`config.mk`:
```
export PLATFORM = sky130hd
export DESIGN_NAME = llhb_ram
export DESIGN_NICKNAME = d
export VERILOG_FILES = /design/src/rtl/llhb_ram.sv
export SDC_FILE = /design/constraint.sdc
export NUM_CORES = 1
export LEC_CHECK = 0
export BUFFER_PORTS_ARGS = -buffer_cell sky130_fd_sc_hd__buf_2
export CAP_MARGIN = 5
export CORE_MARGIN = 2
export CORE_UTILIZATION = 65
export CTS_CLUSTER_SIZE = 40
export DETAILED_ROUTE_END_ITERATION = 8
export PLACE_DENSITY = 0.86
export SLEW_MARGIN = 20
export SYNTH_ARGS = -nofsm -noshare
export SYNTH_HDL_FRONTEND = slang
export SYNTH_SLANG_ARGS = --single-unit
```
`constraint.sdc`:
```
create_clock -name clock -period 5.5 [get_ports clock]
set_input_delay 1.65 -clock clock [delete_from_list [all_inputs] [get_ports clock]]
set_output_delay 1.65 -clock clock [all_outputs]
set_load 0.01 [all_outputs]
```
`src/rtl/llhb_ram.sv`:
```
// llhb_ram: single-port-write, single-port-read synchronous memory.
// Read data is registered and holds until the next read.

module llhb_ram #(
   parameter int DEPTH  = 16,
   parameter int ADDR_W = 4,
   parameter int DATA_W = 8
) (
   input  logic              clock,
   input  logic              we,
   input  logic [ADDR_W-1:0] waddr,
   input  logic [DATA_W-1:0] wdata,
   input  logic              re,
   input  logic [ADDR_W-1:0] raddr,
   output logic [DATA_W-1:0] rdata
);

   logic [DATA_W-1:0] mem [DEPTH];
   logic [DATA_W-1:0] rdata_ff;

   always_ff @(posedge clock) begin
      if (we) begin
         mem[waddr] <= wdata;
      end
      if (re) begin
         rdata_ff <= mem[raddr];
      end
   end

   assign rdata = rdata_ff;

endmodule

```
==> key figures <==
STA
  – Clock Skew: 5.21 ps
  – Fin Setup TNS: 0 ps
  – F_max: 0.312 GHz
  – Tcrit/Tclk final: 58.3%
  – Max_slew headroom: 22.4%
  – Slew @ Worst Pin: 1160 ps
  – Max Slew Vio Count: 0
  – Final Hold Fails: 0
  – RSZ-0062 raised after global routing: no
  – Final min period: 3210 ps
  – # setup viols final: 0

Power
  – Worst ir drop on vdd: 0.303 mV
  – PwrDens: 422 nW/µm²
  – Leakage: 2.04 nW

Synthesis
  – Area share of fa/ha/maj cells after synthesis: 0%
  – Mean Syn Cell Area: 22.8 µm²
  – Xor/xnor share of the synthesized area: 0%
  – Post-Syn Instances: 229
  – Post-synthesis sequential area ratio: 78.1%
  – Post-synthesis compound-gate area fraction: 2.30%
  – Simple logic cell fraction of the synthesized area: 3.14%
  – Syn_nets: 248
  – Syn Std Cell Area: 5230 µm²
  – Yosys reg bits: 136
  – Largest family of logic cells by synthesized area: multiplexers
  – Synth unique cells: 18
  – YS warnings: 0
  – Mux cell area share after synthesis: 14.8%

Detailed routing
  – Routed len/inst: 30.1 µm
  – Initial detailed-routing violation count: 295
  – DRT Pass-1 Iters: 5
  – DRC: 0
  – DR vias: 2631
  – Post-route ant nets: 0
  – Vias per inst: 6.91
  – WL final: 11.5 mm

Clocking
  – Maximum buffer depth of the clock tree: 2
  – H-tree levels: 4
  – Clk sinks: 136
  – Worst-skew pair later-pin latency: 520 ps
  – Clk slew on worst S/H paths: 60 ps
  – CTS Root Cell: clkbuf_8
  – CTS tree: done
  – Hold-fix buffers, CTS: 0
  – Cts bufs inserted: 17
  – Postcts setup bufs: 0
  – Resized cells post-CTS: 0

Placement
  – Port buffer count: 26
  – Dpl hpwl: 5.93 mm
  – GPL Wtd Cong: 0.751
  – DP Cell Count: 349

Global routing
  – Vias in the first global route: 2624
  – Pin count of the biggest net entering global routing: 33
  – Antenna violations before repair: 0
  – First-pass GRT wire length: 16.6 mm
  – GR Overflow Total: 0
  – Overall Global Routing Usage: 28.8%

Floorplanning
  – Die W: 93.7 µm
  – Die Ht: 93.7 µm
  – Core area: 7770 µm²
  – Initial core utilization: 67.3%
  – Boundary Pins: 27
  – Total Die Area: 8780 µm²
  – FP Rows: 32

Worst hold path
  – Hold depth: 3
  – Hold_sp: mem[12][1]
  – Hold Path Class: reg2reg
  – Hold Crit Endpoint: rdata[1]

Critical path
  – Worst EP required: 5770 ps
  – Crit end category: flip-flop
  – Depth of the most critical reg-to-reg path: 3
  – CP Max Fanout: 32
  – FF-to-FF setup slack: 4000 ps
  – Crit path DAT: 3480 ps
  – Worst Setup Start Kind: input port
  – Critical path type: in2reg
  – Worst r2r dst: rdata[5]
  – FF-to-FF Start: mem[3][5]

Finish
  – Share of post-route cells with drive strength above 1: 28.0%
  – Register area: 4080 µm²
  – Antenna cells: 0
  – Nets@finish: 285
  – Finished Layout Cells: 381
  – Area of the multi-input gates: 1070 µm²
  – Area growth, synth to finish: 16.6%
  – Fillers: 379

Run
  – Max-Cap Viols: 0

Outcome
  – Status: finished clean
how the worst max path moves through the flow:
stage	start	cells past startpoint	to	slack, ps
2_1_floorplan	waddr[2]	2	mem[0][0]	2360
3_3_place_gp	raddr[0]	4	rdata[1]	1810
3_5_place_dp	raddr[0]	4	rdata[0]	1760
4_1_cts	raddr[0]	4	rdata[0]	2290
5_1_grt	raddr[0]	4	rdata[5]	2170
6_report	raddr[0]	4	rdata[5]	2290
metal layers:
metal	global-route usage, %	vias to the layer above	part of all wire (%)
met4	13.4	0	3.0
met2	42.1	195	47
met3	7.54	31	9.7
met1	41.7	1352	40
li1	-	1053	-
met5	0	-	0
worst max-delay path, stage by stage:
cell     delay (ps)
buf_2           790
mux4_1          670
a22oi_1         270
nand2_1          90
flip-flops by register name, summed over array words and instances (netlist names):
signal / flops
rdata: 8
mem: 128
cells in the mapped netlist, drive strengths merged:
master	n	share of area, %
and2b	1	0.14
nor2b	1	0.12
or3b	1	0.17
nor2	13	0.93
nand3b	2	0.29
nor3	4	0.38
nand3	1	0.096
buf	7	1.1
edfxtp	136	78
and2	1	0.12
nand2b	2	0.24
clkdlybuf4s25	3	0.57
a22oi	16	2.3
mux4	32	15
nand2	9	0.65
power breakdown:
group	internal, mW	switching, mW	total, mW
combinational	0.0407	0.0650	0.106
clock	0.867	0.421	1.29
sequential	1.17	0.00745	1.18
placed cells by master, fill, tap and decap left out:
cell type,count
nand2_1,9
clkinv_1,3
mux4_2,18
clkinvlp_4,2
edfxtp_1,136
or3b_2,1
nand3b_1,2
nor2b_1,1
clkinv_4,1
nor3_1,2
and2_1,1
clkinv_2,2
nor3_2,2
nor2_1,13
and2b_1,1
clkbuf_16,16
a22oi_1,16
nand2b_1,2
buf_2,26
nand3_1,1
mux4_1,14
bufinv_16,7
clkbuf_8,1
buf_4,2
through the flow:
step	setup WS [ps]	hold WS, ps	power [mW]	cell area (µm²)	util, %
floorplan	2360	705	1.26	5230	-
global placement	1810	728	1.29	5420	69.8
detailed placement	1760	746	1.30	5420	69.8
CTS	2290	762	2.57	6090	78.4
global route	2170	773	2.62	6090	78.4
finish	2290	756	2.57	6090	78.4
cells by family (layout without fill, tap and decap cells):
kind of cell           count (synthesis)  count (layout)
DFF                                  136             136
muxes                                 32              32
and+or+nand+nor                       35              35
AOI/OAI and AO/OA                     16              16
buffers and inverters                 10              60
layout make-up:
class                   instances  share of cell area, %
repair buffers                 28                   2.38
well taps                     102                   2.09
multi-input cells              83                   17.5
clock buffers                  17                   6.80
flip-flops and latches        136                   67.0
clock inverters                15                   4.19
No activity file was read; power rests on OpenSTA's default activity.
