--- config.mk ---
export PLATFORM = sky130hd
export DESIGN_NAME = llhb_len_store
export DESIGN_NICKNAME = d
export VERILOG_FILES = /design/src/rtl/llhb_ram.sv /design/src/rtl/llhb_len_store.sv
export SDC_FILE = /design/constraint.sdc
export NUM_CORES = 1
export LEC_CHECK = 0
export BUFFER_PORTS_ARGS = -buffer_cell sky130_fd_sc_hd__buf_2
export CORE_ASPECT_RATIO = 1.1
export CORE_MARGIN = 10
export CORE_UTILIZATION = 65
export CTS_CLUSTER_DIAMETER = 80
export DETAILED_ROUTE_END_ITERATION = 10
export PLACE_DENSITY = 0.81
export SLEW_MARGIN = 15
export SYNTH_ARGS = -nofsm -noshare
export SYNTH_HDL_FRONTEND = slang
export SYNTH_SLANG_ARGS = --single-unit
--- constraint.sdc ---
create_clock -name clock -period 3 [get_ports clock]
set_input_delay 0.15 -clock clock [delete_from_list [all_inputs] [get_ports clock]]
set_output_delay 0.15 -clock clock [all_outputs]
set_load 0.005 [all_outputs]
--- src/rtl/llhb_ram.sv ---
// llhb_ram: single-port-write, single-port-read synchronous memory.
// Read data is registered and holds until the next read.

module llhb_ram #(
   parameter int DEPTH  = 16,
   parameter int ADDR_W = 4,
   parameter int DATA_W = 8
) (
   input  logic              clock,
   input  logic              we,
   input  logic [ADDR_W-1:0] waddr,
   input  logic [DATA_W-1:0] wdata,
   input  logic              re,
   input  logic [ADDR_W-1:0] raddr,
   output logic [DATA_W-1:0] rdata
);

   logic [DATA_W-1:0] mem [DEPTH];
   logic [DATA_W-1:0] rdata_ff;

   always_ff @(posedge clock) begin
      if (we) begin
         mem[waddr] <= wdata;
      end
      if (re) begin
         rdata_ff <= mem[raddr];
      end
   end

   assign rdata = rdata_ff;

endmodule

--- src/rtl/llhb_len_store.sv ---
// llhb_len_store: per-slot line length memory with reset-cleared valid bits.
// Depends on llhb_ram; an entry never written reads as zero.

module llhb_len_store #(
   parameter int DEPTH  = 16,
   parameter int ADDR_W = 4,
   parameter int DATA_W = 7
) (
   input  logic              clock,
   input  logic              reset,
   input  logic              we,
   input  logic [ADDR_W-1:0] waddr,
   input  logic [DATA_W-1:0] wdata,
   input  logic              re,
   input  logic [ADDR_W-1:0] raddr,
   output logic [DATA_W-1:0] rdata
);

   logic [DEPTH-1:0]  vld_ff;
   logic [DEPTH-1:0]  vld_in;
   logic              rd_vld_ff;
   logic              rd_vld_in;
   logic [DATA_W-1:0] ram_rdata;

   llhb_ram #(
      .DEPTH  (DEPTH),
      .ADDR_W (ADDR_W),
      .DATA_W (DATA_W)
   ) u_ram (
      .clock (clock),
      .we    (we),
      .waddr (waddr),
      .wdata (wdata),
      .re    (re),
      .raddr (raddr),
      .rdata (ram_rdata)
   );

   always_comb begin
      vld_in = vld_ff;
      if (we) begin
         vld_in[waddr] = 1'b1;
      end
      rd_vld_in = re ? vld_ff[raddr] : rd_vld_ff;
   end

   always_ff @(posedge clock) begin
      if (reset) begin
         vld_ff    <= '0;
         rd_vld_ff <= 1'b0;
      end else begin
         vld_ff    <= vld_in;
         rd_vld_ff <= rd_vld_in;
      end
   end

   assign rdata = rd_vld_ff ? ram_rdata : '0;

endmodule
==> key figures <==
Finish
  • Layout cells sized above 1: 25.2%
  • P&R area growth vs syn: 18.5%
  • Fillcell total: 425
  • Post-Layout Cell Count: 433
  • Most frequent cells in the layout: edfxtp_1 (119), nor2_1 (47), buf_2 (25)
  • Final #Nets: 331
  • ANT cells: 0
  • Commonest non-fill, non-tap cell in the layout: edfxtp_1

Clocking
  • Post-CTS resize count: 0
  • Skew-Pair Late Insertion Delay: 0.52 ns
  • Clock Sinks: 136
  • CTS Root Cell: clkbuf_8
  • Clock-pin transition on the worst setup and hold timing paths: 0.06 ns
  • Cts hold-fix bufs: 7
  • TritonCTS clock tree: done
  • Total CTS buffers: 17
  • Post CTS Setup Buffer Count: 0
  • # H-tree levels: 4
  • Longest Clk Path Bufs: 2

Routing
  • 1st-iter DRT viols: 244
  • Post-Route WL: 11400 um
  • Vias per std cell: 6.32
  • Initial DRT Pass Iterations: 5
  • WL/cell: 26.3 um
  • Routed Antenna Nets: 0
  • Residual DRC: 0
  • Vias: 2735

STA
  • Tcrit/Tclk final: 58.8%
  • Slew headroom: 29.5%
  • Post-route setup slack: 1.24 ns
  • Final setup viols: 0
  • Min cycle time layout: 1.76 ns
  • Final Hold Viols: 0
  • Tightest Pin Transition: 1.05 ns
  • Final Max Slew Viols: 0
  • FMAX: 567 MHz
  • RSZ-0062 raised after global routing: no
  • Setup TNS: 0 ns
  • Tightest hold margin: 0.0119 ns
  • Clock Skew: 0.00825 ns

Logic synthesis
  • FFs w/ async S/R, synth: 0%
  • YS warnings: 0
  • Post-synthesis sequential area ratio: 74.0%
  • Top post-synthesis cells by area: edfxtp_1 (68%), mux4_1 (12%), dfxtp_1 (6.4%)
  • Share of the synthesized area in the top cell type: 67.5%
  • Mapped cell area: 5290 sq um
  • Cell taking the most area after synthesis: edfxtp_1
  • Syn Nets: 280
  • Yosys reg bits: 136
  • Synth cell types: 22
  • Synth Area per Inst: 20.3 sq um
  • Post-synth EDFFs: 119
  • Synth Flop Type: edfxtp_1
  • Cells after Synth: 261

Setup path
  • Worst-path cell chain: buf_2 -> mux4_1 -> mux4_2
  • Critical path data arrival time: 2.02 ns
  • CP required: 3.26 ns
  • Max Fanout on Critical Path: 30
  • CP endpoint kind: flip-flop
  • Slowest cell delay on critical path: 0.68 ns
  • CP Launch Type: input pin
  • Delay-heaviest family, CP: multiplexers
  • Crit Path Class: input pin to flip-flop
  • Buffers & Inverters on Critical Path: 1
  • Crit-path slowest cell: mux4_1

Placed design
  • Gp weighted congestion: 0.757
  • Inst Count DP: 394
  • Post-DP HPWL: 6240 um
  • Post-place setup slack: 0.736 ns
  • Port Buffers: 25

Floorplan
  • Die Width: 106 um
  • # rows: 34
  • Top Ports: 26
  • Die H: 115 um
  • Starting Density: 66.9%
  • Core Box Area: 7910 sq um
  • Die area: 12200 sq um

Power and ir drop
  • Static leakage: 2.19 nW
  • Maximum VDD drop: 0.000542 V
  • Power, Total: 4.53 mW
  • Power per cell area: 722 nW/um^2

Run status
  • Result of the run: completed

Global route
  • First-pass GRT wire length: 17300 um
  • Pin count of the biggest net entering global routing: 32
  • Global Route Usage Sum: 20.1%
  • Total gr overflow: 0
  • Number of global-route vias before repair: 2935
  • Initial antenna violation count: 0

Run
  • Max-cap violations: 0

Worst hold path
  • Hold/Removal Path Class: input pin to flip-flop
[layout make-up]
cell class / instances / area, sq um / area share [%]
Multi-Input combinational cell: 114 / 1310 / 20.9
Tap cell: 108 / 135 / 2.16
Clock inverter: 13 / 203 / 3.23
Sequential cell: 136 / 3910 / 62.4
Timing Repair Buffer: 43 / 278 / 4.43
Clock buffer: 19 / 432 / 6.89
[power by group]
part           internal, mW  switching, mW
Combinational        0.0874          0.103
Clock                  1.45          0.765
Sequential             2.11         0.0158
Total                  3.64          0.883
[synthesized netlist by cell type, drive strengths merged (2+ instances only)]
| cell | n |
|---|---|
| edfxtp | 119 |
| nor2 | 47 |
| nand2 | 2 |
| and2 | 7 |
| nand3b | 3 |
| nor3 | 4 |
| mux2i | 4 |
| mux4 | 37 |
| a221oi | 2 |
| nand2b | 2 |
| clkbuf | 4 |
| dfxtp | 17 |
| or3b | 2 |
| buf | 7 |
[sequential cells by signal, indices dropped and copies added (netlist names)]
| register | count |
|---|---|
| u_ram.mem | 112 |
| vld_ff | 16 |
| rd_vld_ff | 1 |
| u_ram.rdata | 7 |
[final timing paths]
path	from	endpoint	slack [ns]	depth (start not counted)
setup / recovery	raddr[0]	u_ram.rdata[6]	1.24	3
setup reg to reg	u_ram.mem[2][6]	u_ram.rdata[6]	1.32	2
hold / removal	wdata[2]	u_ram.mem[15][2]	0.01	1
hold reg to reg	vld_ff[10]	vld_ff[10]	0.47	2
[logic make-up after synthesis]
group | Yosys count | synth area share, %
muxes | 41 | 18.2
AOI/OAI and AO/OA | 4 | 0.615
buffers and inverters | 11 | 1.30
and+or+nand+nor | 69 | 5.89
DFF | 136 | 74.0
[metrics by stage]
step           util, %  area [sq um]
2_1_floorplan        -          5290
4_1_cts           79.2          6270
5_1_grt           79.2          6270
6_report          79.2          6270
3_3_place_gp      70.3          5560
3_5_place_dp      70.3          5560
[metal layers]
metal	part of all wire [%]	track usage, %	up-vias
met4	2.5	8.94	0
met1	38	23.4	1407
li1	-	-	1171
met5	0	0	-
met3	6.3	5.97	32
met2	53	33.7	125
Power figures use the tool's default switching activity.
